**src/rtl/mlcd_pkg.sv**
```systemverilog
// Shared types, constants and helpers for the memory LCD frame controller.
`timescale 1ns / 1ps
package mlcd_pkg;

    // panel geometry
    localparam int WIDTH       = 400;
    localparam int HEIGHT      = 240;
    localparam int DATA_BYTES  = WIDTH / 8;
    localparam int STORE_BYTES = DATA_BYTES * HEIGHT;
    localparam int ADDR_W      = $clog2(STORE_BYTES);
    localparam int COL_W       = ($clog2(DATA_BYTES) > 0) ? $clog2(DATA_BYTES) : 1;

    // input field widths
    localparam int X_W = 9;
    localparam int Y_W = 8;

    // command queue
    localparam int FIFO_DEPTH = 2;
    localparam int FIFO_AW    = 1;
    localparam int FIFO_CW    = 2;

    // request codes on the input channel
    localparam logic [1:0] REQ_DRAW    = 2'd0;
    localparam logic [1:0] REQ_CLEAR   = 2'd1;
    localparam logic [1:0] REQ_REFRESH = 2'd2;

    // frame bytes
    localparam logic [7:0] CMD_VCOM_LO = 8'b1000_0000;
    localparam logic [7:0] CMD_VCOM_HI = 8'b1100_0000;
    localparam logic [7:0] FILL_WHITE  = 8'b1111_1111;
    localparam logic [7:0] TRAILER     = 8'b0000_0000;

    typedef logic [ADDR_W-1:0] t_addr;
    typedef logic [COL_W-1:0]  t_col;
    typedef logic [Y_W-1:0]    t_line;
    typedef logic [7:0]        t_byte;

    typedef enum logic [1:0] {
        OP_DRAW,
        OP_CLEAR,
        OP_REFRESH
    } t_op;

    typedef struct packed {
        t_op   op;
        t_addr addr;
        t_byte mask;
        logic  color;
    } t_cmd;

    typedef enum logic {
        BK_CLEAR,
        BK_RUN
    } t_bk_state;

    typedef enum logic [2:0] {
        PH_CMD,
        PH_ADDR,
        PH_DATA,
        PH_TRAIL,
        PH_LAST
    } t_phase;

    function automatic t_byte f_rev8(input t_byte v);
        t_byte r;
        r = ((v & 8'hF0) >> 4) | ((v & 8'h0F) << 4);
        r = ((r & 8'hCC) >> 2) | ((r & 8'h33) << 2);
        r = ((r & 8'hAA) >> 1) | ((r & 8'h55) << 1);
        return r;
    endfunction

endpackage

```
**src/rtl/mlcd_cmd_fifo.sv**
```systemverilog
// Two-entry command queue between the front end and the store engine.
`timescale 1ns / 1ps
module mlcd_cmd_fifo (
    input  logic           i_clk,
    input  logic           i_rst_n,
    input  logic           i_push,
    input  mlcd_pkg::t_cmd i_cmd,
    input  logic           i_pop,
    output logic           o_full,
    output logic           o_empty,
    output mlcd_pkg::t_cmd o_head
);

    mlcd_pkg::t_cmd                     r_mem [mlcd_pkg::FIFO_DEPTH];
    logic [mlcd_pkg::FIFO_AW-1:0]       r_wptr;
    logic [mlcd_pkg::FIFO_AW-1:0]       r_rptr;
    logic [mlcd_pkg::FIFO_CW-1:0]       r_count;

    assign o_full  = (r_count == mlcd_pkg::FIFO_CW'(mlcd_pkg::FIFO_DEPTH));
    assign o_empty = (r_count == '0);
    assign o_head  = r_mem[r_rptr];

    always_ff @(posedge i_clk) begin
        if (!i_rst_n) begin
            r_wptr  <= '0;
            r_rptr  <= '0;
            r_count <= '0;
        end else begin
            if (i_push) begin
                r_wptr <= r_wptr + 1'b1;
            end
            if (i_pop) begin
                r_rptr <= r_rptr + 1'b1;
            end
            if (i_push && !i_pop) begin
                r_count <= r_count + 1'b1;
            end else if (!i_push && i_pop) begin
                r_count <= r_count - 1'b1;
            end
        end
    end

    always_ff @(posedge i_clk) begin
        if (i_push) begin
            r_mem[r_wptr] <= i_cmd;
        end
    end

endmodule

```
**config.mk**
```make
export PLATFORM = sky130hd
export DESIGN_NAME = mlcd_cmd_fifo
export DESIGN_NICKNAME = d
export VERILOG_FILES = /design/src/rtl/mlcd_pkg.sv /design/src/rtl/mlcd_cmd_fifo.sv
export SDC_FILE = /design/constraint.sdc
export NUM_CORES = 1
export LEC_CHECK = 0
export ABC_CLOCK_PERIOD_IN_PS = 2200
export BUFFER_PORTS_ARGS = -buffer_cell sky130_fd_sc_hd__buf_4
export CAP_MARGIN = 20
export CORE_MARGIN = 1.5
export CORE_UTILIZATION = 45
export DETAILED_ROUTE_END_ITERATION = 16
export PLACE_DENSITY_LB_ADDON = 0.12
export SETUP_SLACK_MARGIN = 0.02
export SYNTH_ARGS = -nofsm -noshare
export SYNTH_HDL_FRONTEND = slang
export SYNTH_SLANG_ARGS = --single-unit
```
**constraint.sdc**
```tcl
create_clock -name i_clk -period 2.2 [get_ports i_clk]
set_clock_uncertainty 0.1 [all_clocks]
set_input_delay 0 -clock i_clk [delete_from_list [all_inputs] [get_ports i_clk]]
set_output_delay 0 -clock i_clk [all_outputs]
set_load 0.1 [all_outputs]
```
==> impl_metrics.env <==
export IMPL_hold_path_class="in -> reg"
export IMPL_clkSlewWorstSetupHoldPaths_ns=0.09
export IMPL_netlist_area_sq_um=2020
export IMPL_n_antenna_cell=0
export IMPL_finalWorstPathRequiredPeriod_ns=1.58
export IMPL_antenna_found_initial=0
export IMPL_yosysTopAreaCell="edfxtp_1"
export IMPL_seqPwrFrac=0.495
export IMPL_multiInputGateArea_sq_um=399
export IMPL_areaGrowthSynthToFinish_pct=43.3
export IMPL_dieHeight_microns=70.0
export IMPL_ff2ff_path_depth=4
export IMPL_timing_setup_tns_ns=0
export IMPL_finalWeightedCongestion=0.671
export IMPL_overflow=0
export IMPL_final_util=0.670
export IMPL_nets=222
export IMPL_slew_violations=0
export IMPL_hold_violations=0
export IMPL_slew_headroom=0.713
export IMPL_drc=0
export IMPL_chipWidth_microns=70.0
export IMPL_h_tree_depth=2
export IMPL_io_pin_count=56
export IMPL_max_clock_path_buffers=2
export IMPL_setup_violations=0
export IMPL_critPathMaxFanout=15
export IMPL_via_count=1189
export IMPL_drt_iter0_drc=57
export IMPL_fillers=328
export IMPL_clkPwrFrac=0.217
export IMPL_max_cap_viol_count=0
export IMPL_final_common_cell="buf_4"
export IMPL_hold_buffers=28
export IMPL_cts_sinks=55
export IMPL_p_switching_mw=0.835
export IMPL_cts_root_buffer="clkbuf_8"
export IMPL_rsz0062_at_grt="false"
export IMPL_initial_core_util=0.468
export IMPL_crit_arrival_ns=1.48
export IMPL_worstSetupStartpointType="flop"
export IMPL_hold_path_depth=4
export IMPL_crit_type="reg -> out"
export IMPL_synth_ff_type="edfxtp_1"
export IMPL_grtUsageTotal=0.154
export IMPL_hold_ws_ns=0.111
export IMPL_synth_top_area_share=0.743
export IMPL_drt_pass1_iterations=4
export IMPL_status="complete, no violations"
export IMPL_peakVddDrop_uv=487
export IMPL_grt_max_degree=19
export IMPL_ff2ff_setup_slack_ns=0.68
export IMPL_swShare=0.338
export IMPL_hpwlAfterDp_microns=2350
export IMPL_cts_tree="yes"
export IMPL_internal_power_mw=1.63
export IMPL_hold_path_endpoint="r_count[1]$_SDFFE_PN0P_"
export IMPL_cts_buffers=5
export IMPL_power_density_nw_per_um2=852
export IMPL_drive_gt1_frac=0.487
export IMPL_worstMarginPinSlew_ns=0.431
export IMPL_yosys_warnings=0
export IMPL_fp_dieArea_sq_um=4900
export IMPL_ys_seq_area_frac=0.792
export IMPL_wl_per_cell_microns=14.6
export IMPL_ys_top_cells_by_area="edfxtp_1, mux2_2, dfxtp_1"
export IMPL_layout_common_cells="buf_4, edfxtp_1, dlygate4sd3_1"
export IMPL_design_core_area_sq_um=4320
export IMPL_synth_avg_cell_area_sq_um=20.2
export IMPL_clk_latency_ns=0.30
export IMPL_synth_nets=130
export IMPL_max_freq_mhz=631
export IMPL_synth_distinct_cells=17
export IMPL_first_global_vias=1226
export IMPL_ys_async_sr_fraction=0
export IMPL_cp_required_ns=2.10
export IMPL_ys_ff_latch=55
export IMPL_timing_final_crit_share=0.720
export IMPL_routed_wl_microns=3570
export IMPL_min_delay_start="i_push"
export IMPL_r2r_end="r_wptr$_SDFFE_PN0P_"
export IMPL_io_buffers=55
export IMPL_p_comb_frac=0.289
export IMPL_synth_edf_count=50
export IMPL_netlist_instances=100
export IMPL_ff_latch_area_sq_um=1600
export IMPL_total_leakage_power_nw=1.12
export IMPL_cts_resized=0
export IMPL_vias_per_cell=4.85
export IMPL_ant_nets=0
export IMPL_r2r_start="r_wptr$_SDFFE_PN0P_"
export IMPL_cp_end_kind="output pin"
export IMPL_cts_setup_buffers=0
export IMPL_grt_pass1_wl_microns=5660
export IMPL_row_count=24
logic make-up (layout without fill, tap and decap cells):
kind of cell,after synthesis,after routing,synth area share
AND/OR/NAND/NOR,9,9,0.0278
multiplexers,25,25,0.139
buffers and inverters,4,97,0.0118
flip-flops,55,55,0.792
XOR/XNOR,3,3,0.0130
adder cells (fa/ha/maj),1,1,0.00619
AO/OA/AOI/OAI,3,3,0.00990
flip-flops by register name, summed over array words and instances, names as in the netlist, named ones only:
name     cells
r_rptr       1
r_mem       50
r_wptr       1
r_count      2
worst max path at each step:
stage / end / from
CTS: o_head[8] / flop
finish: o_head[8] / flop
floorplan: r_mem[0][0]$_DFFE_PP_ / r_wptr$_SDFFE_PN0P_
detailed placement: r_mem[1][10]$_DFFE_PP_ / r_wptr$_SDFFE_PN0P_
global placement: r_mem[1][10]$_DFFE_PP_ / r_wptr$_SDFFE_PN0P_
global route: o_head[8] / flop
cell usage after synthesis, drive strengths merged, types with 2 or more instances:
master,count
and2,4
buf,3
dfxtp,5
edfxtp,50
mux2,25
nor2b,2
xor2,2
cell type report:
cell class	count	share of cell area
Inverter	1	0.00130
Timing Repair Buffer	88	0.256
Tap cell	52	0.0225
Sequential cell	55	0.553
Clock inverter	2	0.00432
Multi-Input combinational cell	41	0.138
Clock buffer	6	0.0250
layer usage:
metal	wire, microns	track usage	vias to the layer above	share of wire
li1	-	-	563	-
met5	0	0	-	0
met4	74	0.0769	0	0.021
met1	1500	0.180	578	0.42
met2	1800	0.263	40	0.50
met3	196	0.0404	8	0.055
worst max-delay path, stage by stage (launching register included):
cell	delay, ns
dfxtp_1	0.33
buf_4	0.24
mux2_2	0.37
buf_4	0.23
power groups by stage:
stage          registers (mW)  clock network (mW)  logic, mW
4_1_cts                  1.22               0.547      0.717
2_1_floorplan            1.24                   0      0.522
3_3_place_gp             1.24                   0      0.666
5_1_grt                  1.23               0.590      0.737
3_5_place_dp             1.25                   0      0.675
6_report                 1.22               0.535      0.712
through the flow:
stage               area [sq um]  instances  setup WS, ns  total power, mW
floorplan                   2020        100         0.218             1.76
global placement            2530        209         0.869             1.91
detailed placement          2530        209         0.835             1.92
CTS                         2900        245         0.591             2.49
global route                2900        245         0.528             2.55
finish                      2900        245         0.616             2.47
(Power assumes the default switching activity.)
