--- config.mk ---
export PLATFORM = sky130hd
export DESIGN_NAME = mlcd_front_flat
export DESIGN_NICKNAME = d
export VERILOG_FILES = /design/src/rtl/mlcd_pkg.sv /design/src/rtl/mlcd_if.sv /design/src/rtl/mlcd_front.sv /design/src/flat_wrapper.sv
export SDC_FILE = /design/constraint.sdc
export NUM_CORES = 1
export LEC_CHECK = 0
export ABC_CLOCK_PERIOD_IN_PS = 4300
export BUFFER_PORTS_ARGS = -buffer_cell sky130_fd_sc_hd__clkbuf_2
export CAP_MARGIN = 20
export CORE_AREA = 2 2 50 52
export DETAILED_ROUTE_END_ITERATION = 8
export DIE_AREA = 0 0 52 54
export GPL_TIMING_DRIVEN = 0
export PLACE_DENSITY_LB_ADDON = 0.1
export SLEW_MARGIN = 20
export SYNTH_ARGS = -nofsm -noshare
export SYNTH_HDL_FRONTEND = slang
export SYNTH_SLANG_ARGS = --single-unit
--- constraint.sdc ---
create_clock -name vclk -period 4.3
set_clock_uncertainty 0.05 [all_clocks]
set_input_delay 0 -clock vclk [all_inputs]
set_output_delay 0 -clock vclk [all_outputs]
set_load 0.005 [all_outputs]
--- src/rtl/mlcd_pkg.sv ---
// Shared types, constants and helpers for the memory LCD frame controller.
`timescale 1ns / 1ps
package mlcd_pkg;

    // panel geometry
    localparam int WIDTH       = 400;
    localparam int HEIGHT      = 240;
    localparam int DATA_BYTES  = WIDTH / 8;
    localparam int STORE_BYTES = DATA_BYTES * HEIGHT;
    localparam int ADDR_W      = $clog2(STORE_BYTES);
    localparam int COL_W       = ($clog2(DATA_BYTES) > 0) ? $clog2(DATA_BYTES) : 1;

    // input field widths
    localparam int X_W = 9;
    localparam int Y_W = 8;

    // command queue
    localparam int FIFO_DEPTH = 2;
    localparam int FIFO_AW    = 1;
    localparam int FIFO_CW    = 2;

    // request codes on the input channel
    localparam logic [1:0] REQ_DRAW    = 2'd0;
    localparam logic [1:0] REQ_CLEAR   = 2'd1;
    localparam logic [1:0] REQ_REFRESH = 2'd2;

    // frame bytes
    localparam logic [7:0] CMD_VCOM_LO = 8'b1000_0000;
    localparam logic [7:0] CMD_VCOM_HI = 8'b1100_0000;
    localparam logic [7:0] FILL_WHITE  = 8'b1111_1111;
    localparam logic [7:0] TRAILER     = 8'b0000_0000;

    typedef logic [ADDR_W-1:0] t_addr;
    typedef logic [COL_W-1:0]  t_col;
    typedef logic [Y_W-1:0]    t_line;
    typedef logic [7:0]        t_byte;

    typedef enum logic [1:0] {
        OP_DRAW,
        OP_CLEAR,
        OP_REFRESH
    } t_op;

    typedef struct packed {
        t_op   op;
        t_addr addr;
        t_byte mask;
        logic  color;
    } t_cmd;

    typedef enum logic {
        BK_CLEAR,
        BK_RUN
    } t_bk_state;

    typedef enum logic [2:0] {
        PH_CMD,
        PH_ADDR,
        PH_DATA,
        PH_TRAIL,
        PH_LAST
    } t_phase;

    function automatic t_byte f_rev8(input t_byte v);
        t_byte r;
        r = ((v & 8'hF0) >> 4) | ((v & 8'h0F) << 4);
        r = ((r & 8'hCC) >> 2) | ((r & 8'h33) << 2);
        r = ((r & 8'hAA) >> 1) | ((r & 8'h55) << 1);
        return r;
    endfunction

endpackage

--- src/rtl/mlcd_if.sv ---
// Valid/ready channel interfaces for requests and frame bytes.
`timescale 1ns / 1ps
interface mlcd_in_if;
    logic                     valid;
    logic                     ready;
    logic [1:0]               req_type;
    logic [mlcd_pkg::X_W-1:0] x;
    logic [mlcd_pkg::Y_W-1:0] y;
    logic                     color;

    modport source (output valid, req_type, x, y, color, input ready);
    modport sink   (input valid, req_type, x, y, color, output ready);
endinterface


--- src/rtl/mlcd_front.sv ---
// Request front end: accepts beats, drops no-op requests, builds store commands.
`timescale 1ns / 1ps
module mlcd_front (
    mlcd_in_if.sink          i_in,
    input  logic             i_fifo_full,
    input  logic             i_init_busy,
    output logic             o_push,
    output mlcd_pkg::t_cmd   o_cmd
);

    logic [5:0] x_byte;
    logic       on_screen;
    logic       keep;

    assign i_in.ready = !i_fifo_full && !i_init_busy;
    assign x_byte     = i_in.x[8:3];

    // columns of a partial last byte have no storage
    assign on_screen = (12'(i_in.x) < 12'(mlcd_pkg::WIDTH))
                    && (12'(i_in.y) < 12'(mlcd_pkg::HEIGHT))
                    && (12'(x_byte) < 12'(mlcd_pkg::DATA_BYTES));

    always_comb begin
        keep        = 1'b0;
        o_cmd.op    = mlcd_pkg::OP_DRAW;
        o_cmd.addr  = mlcd_pkg::t_addr'(i_in.y) * mlcd_pkg::t_addr'(mlcd_pkg::DATA_BYTES)
                    + mlcd_pkg::t_addr'(x_byte);
        o_cmd.mask  = 8'h80 >> i_in.x[2:0];
        o_cmd.color = i_in.color;
        case (i_in.req_type)
            mlcd_pkg::REQ_DRAW: begin
                keep = on_screen;
            end
            mlcd_pkg::REQ_CLEAR: begin
                keep     = 1'b1;
                o_cmd.op = mlcd_pkg::OP_CLEAR;
            end
            mlcd_pkg::REQ_REFRESH: begin
                keep     = 1'b1;
                o_cmd.op = mlcd_pkg::OP_REFRESH;
            end
            default: begin
                keep = 1'b0;
            end
        endcase
    end

    assign o_push = i_in.valid && i_in.ready && keep;

endmodule

--- src/flat_wrapper.sv ---
// flat-port wrapper written by rule: the top's interface ports become plain ports
module mlcd_front_flat 
  (i_fifo_full, i_init_busy, o_push, o_cmd, i_in_valid, i_in_req_type, i_in_x, i_in_y, i_in_color, i_in_ready);
  mlcd_in_if i_in_i ();
  input  logic i_fifo_full;
  input  logic i_init_busy;
  output logic o_push;
  output mlcd_pkg::t_cmd o_cmd;
  input wire logic [$bits(i_in_i.valid)-1:0] i_in_valid;
  input wire logic [$bits(i_in_i.req_type)-1:0] i_in_req_type;
  input wire logic [$bits(i_in_i.x)-1:0] i_in_x;
  input wire logic [$bits(i_in_i.y)-1:0] i_in_y;
  input wire logic [$bits(i_in_i.color)-1:0] i_in_color;
  output wire logic [$bits(i_in_i.ready)-1:0] i_in_ready;
  assign i_in_i.valid = i_in_valid;
  assign i_in_i.req_type = i_in_req_type;
  assign i_in_i.x = i_in_x;
  assign i_in_i.y = i_in_y;
  assign i_in_i.color = i_in_color;
  assign i_in_ready = i_in_i.ready;
  mlcd_front u_core (.i_in(i_in_i), .i_fifo_full(i_fifo_full), .i_init_busy(i_init_busy), .o_push(o_push), .o_cmd(o_cmd));
endmodule
==> results_dict.tcl <==
set metrics [dict create \
    dp_hpwl_um 2157 \
    fin_nets 252 \
    irDropWorstVdd_v 0.0002319 \
    stdcell_count 214 \
    synth_mux_area_frac 0 \
    drt_pre_antenna_iters 4 \
    crit_path_max_fanout 4 \
    cts_setup_buffers 0 \
    cts_resized 0 \
    crit_required_ns 4.25 \
    rsz0062_at_grt "false" \
    wire_per_inst_um 11.05 \
    routed_wl_um 2365 \
    initial_core_util 0.5038 \
    grt_pass1_vias 955 \
    drive_above_1_share 0.3261 \
    hold_buffers 0 \
    grt_pass1_wl_um 3864 \
    fp-row-count 18 \
    cap_viol_max_count 0 \
    power_leakage_nw 0.8068 \
    viasPerCell 5.262 \
    area_growth_pct 23.77 \
    hold_viol_final 0 \
    slew_headroom 0.7176 \
    finalCritPeriodShare 0.7352 \
    ant_nets 0 \
    synth-simple-area-share 0.1852 \
    holdCritPathClass "in2out" \
    min_period_ns 3.161 \
    die_w_um 52 \
    antenna_found_initial 0 \
    drt-initial-drc-count 20 \
    num_vias 1126 \
    cp.arrival_ns 3.11 \
    synth_compound_area_frac 0.1488 \
    max_freq_mhz 316.3 \
    final_cell_mix "clkbuf_2, ha_1, inv_1" \
    synth_xor_area_frac 0.1188 \
    tightest_slew_ns 0.4191 \
    grt_util_all_layers 0.1738 \
    endpoint_kind "primary output" \
    die_h_um 54 \
    regArea_um2 0 \
    fin_setup_tns_ns 0 \
    core-area_mm2 0.002320 \
    status "complete, no violations" \
    grt_max_degree 9 \
    power_density_mw_per_mm2 245.6 \
    multiInputGateArea_mm2 0.001097 \
    die-area_mm2 0.002808 \
    syn_nets 202 \
    n_fill_cell 231 \
    place_inst 214 \
    insertedDiodeCount 0 \
    worstSetupPathType "in2out" \
    synth_fa_ha_area_frac 0.4861 \
    finalSetupViolCount 0 \
    fin_util 0.6235 \
    critPathLaunchType "input pin" \
    avgSynthCellArea_um2 8.593 \
    synthCells 136 \
    num-clock-buffers 0 \
    grt_overflow_total 0 \
    worstHoldPathCells 2 \
    drv_slew 0 \
    syn_area_mm2 0.001169 \
    ys.warnings.count 0 \
    synth_top_family_by_area "adder cells" \
    yosysSeqAreaShare 0 \
    whs_ns 0.1184 \
    synth_cell_types 37 \
    mostFrequentLayoutCell "clkbuf_2" \
    design.seq.count 0 \
    portBuffers 48 \
    drc 0 \
    ioPinCount 50 \
    gp_congestion 0.7601 \
]
-- worst max-delay path, stage by stage --
cell      delay, ns
clkbuf_2       0.11
ha_1           0.30
ha_1           0.27
inv_1          0.05
fa_1           0.51
inv_1          0.04
ha_1           0.33
a21oi_1        0.26
a21oi_2        0.15
nor4_4         0.32
o21ai_2        0.12
nor4_2         0.35
xnor2_1        0.16
clkbuf_2       0.13
-- cell families after synthesis --
group / count (synthesis)
adders and majority gates: 43
buffers and inverters: 17
and+or+nand+nor: 36
AOI/OAI and AO/OA: 25
xor gates and xnor gates: 15
-- stage by stage --
| stage | power [W] | instance area (um^2) | setup slack, ns |
|---|---|---|---|
| 2_1_floorplan | 0.0002483 | 1169 | 1.693 |
| 3_3_place_gp | 0.0003446 | 1446 | 1.282 |
| 3_5_place_dp | 0.0003539 | 1446 | 1.179 |
| 4_1_cts | 0.0003577 | 1446 | 1.180 |
| 5_1_grt | 0.0004001 | 1446 | 1.014 |
| 6_report | 0.0003553 | 1446 | 1.139 |
-- where the power goes --
group          internal (W)  total [W]  switching, W
clock network             0          0             0
logic              0.000166   0.000355      0.000189
registers                 0          0             0
-- cells in the mapped netlist (all sizes together) --
| master | n | area [um^2] |
|---|---|---|
| ha | 39 | 488.0 |
| inv | 15 | 56.30 |
| nor2 | 11 | 41.29 |
| xnor2 | 9 | 78.83 |
| a21oi | 7 | 38.79 |
| o21ai | 7 | 38.78 |
| xor2 | 6 | 60.06 |
| nand2 | 5 | 18.77 |
| nor3 | 5 | 25.02 |
| fa | 4 | 80.08 |
| nor3b | 3 | 22.52 |
| and3 | 2 | 17.52 |
| and3b | 2 | 17.52 |
| buf | 2 | 15.01 |
| nand3 | 2 | 10.01 |
| nor4 | 2 | 33.78 |
| a211oi | 1 | 12.51 |
| a21boi | 1 | 7.510 |
| a21o | 1 | 7.510 |
| a31oi | 1 | 6.260 |
| nor2b | 1 | 6.260 |
| nor4bb | 1 | 10.01 |
| o2111ai | 1 | 8.760 |
| o211ai | 1 | 12.51 |
| o21ba | 1 | 10.01 |
| o21bai | 1 | 7.510 |
| o22ai | 1 | 6.260 |
| o2bb2ai | 1 | 8.760 |
| o311ai | 1 | 8.760 |
| or2 | 1 | 6.260 |
| or4 | 1 | 7.510 |
-- cell type report --
cell class                 instances  share of cell area
buffer                             2             0.01038
inverter                          15             0.03893
multi-input combinational        119              0.7586
tap                               30             0.02595
timing repair buffer              48              0.1661
-- path summary, 6_finish.rpt --
kind                  startpoint         to  slack [ns]
worst max-delay path   i_in_y[3]  o_cmd[22]        1.14
worst min-delay path  i_in_color   o_cmd[0]        0.12
-- metal layers --
layer	routed length [um]	vias up	global-route usage
li1	-	584	-
met3	72	0	0
met1	1065	523	0.2215
met5	0	-	0
met4	0	0	0
met2	1227	19	0.3460
Note: power is estimated with default switching activity, not from simulation.
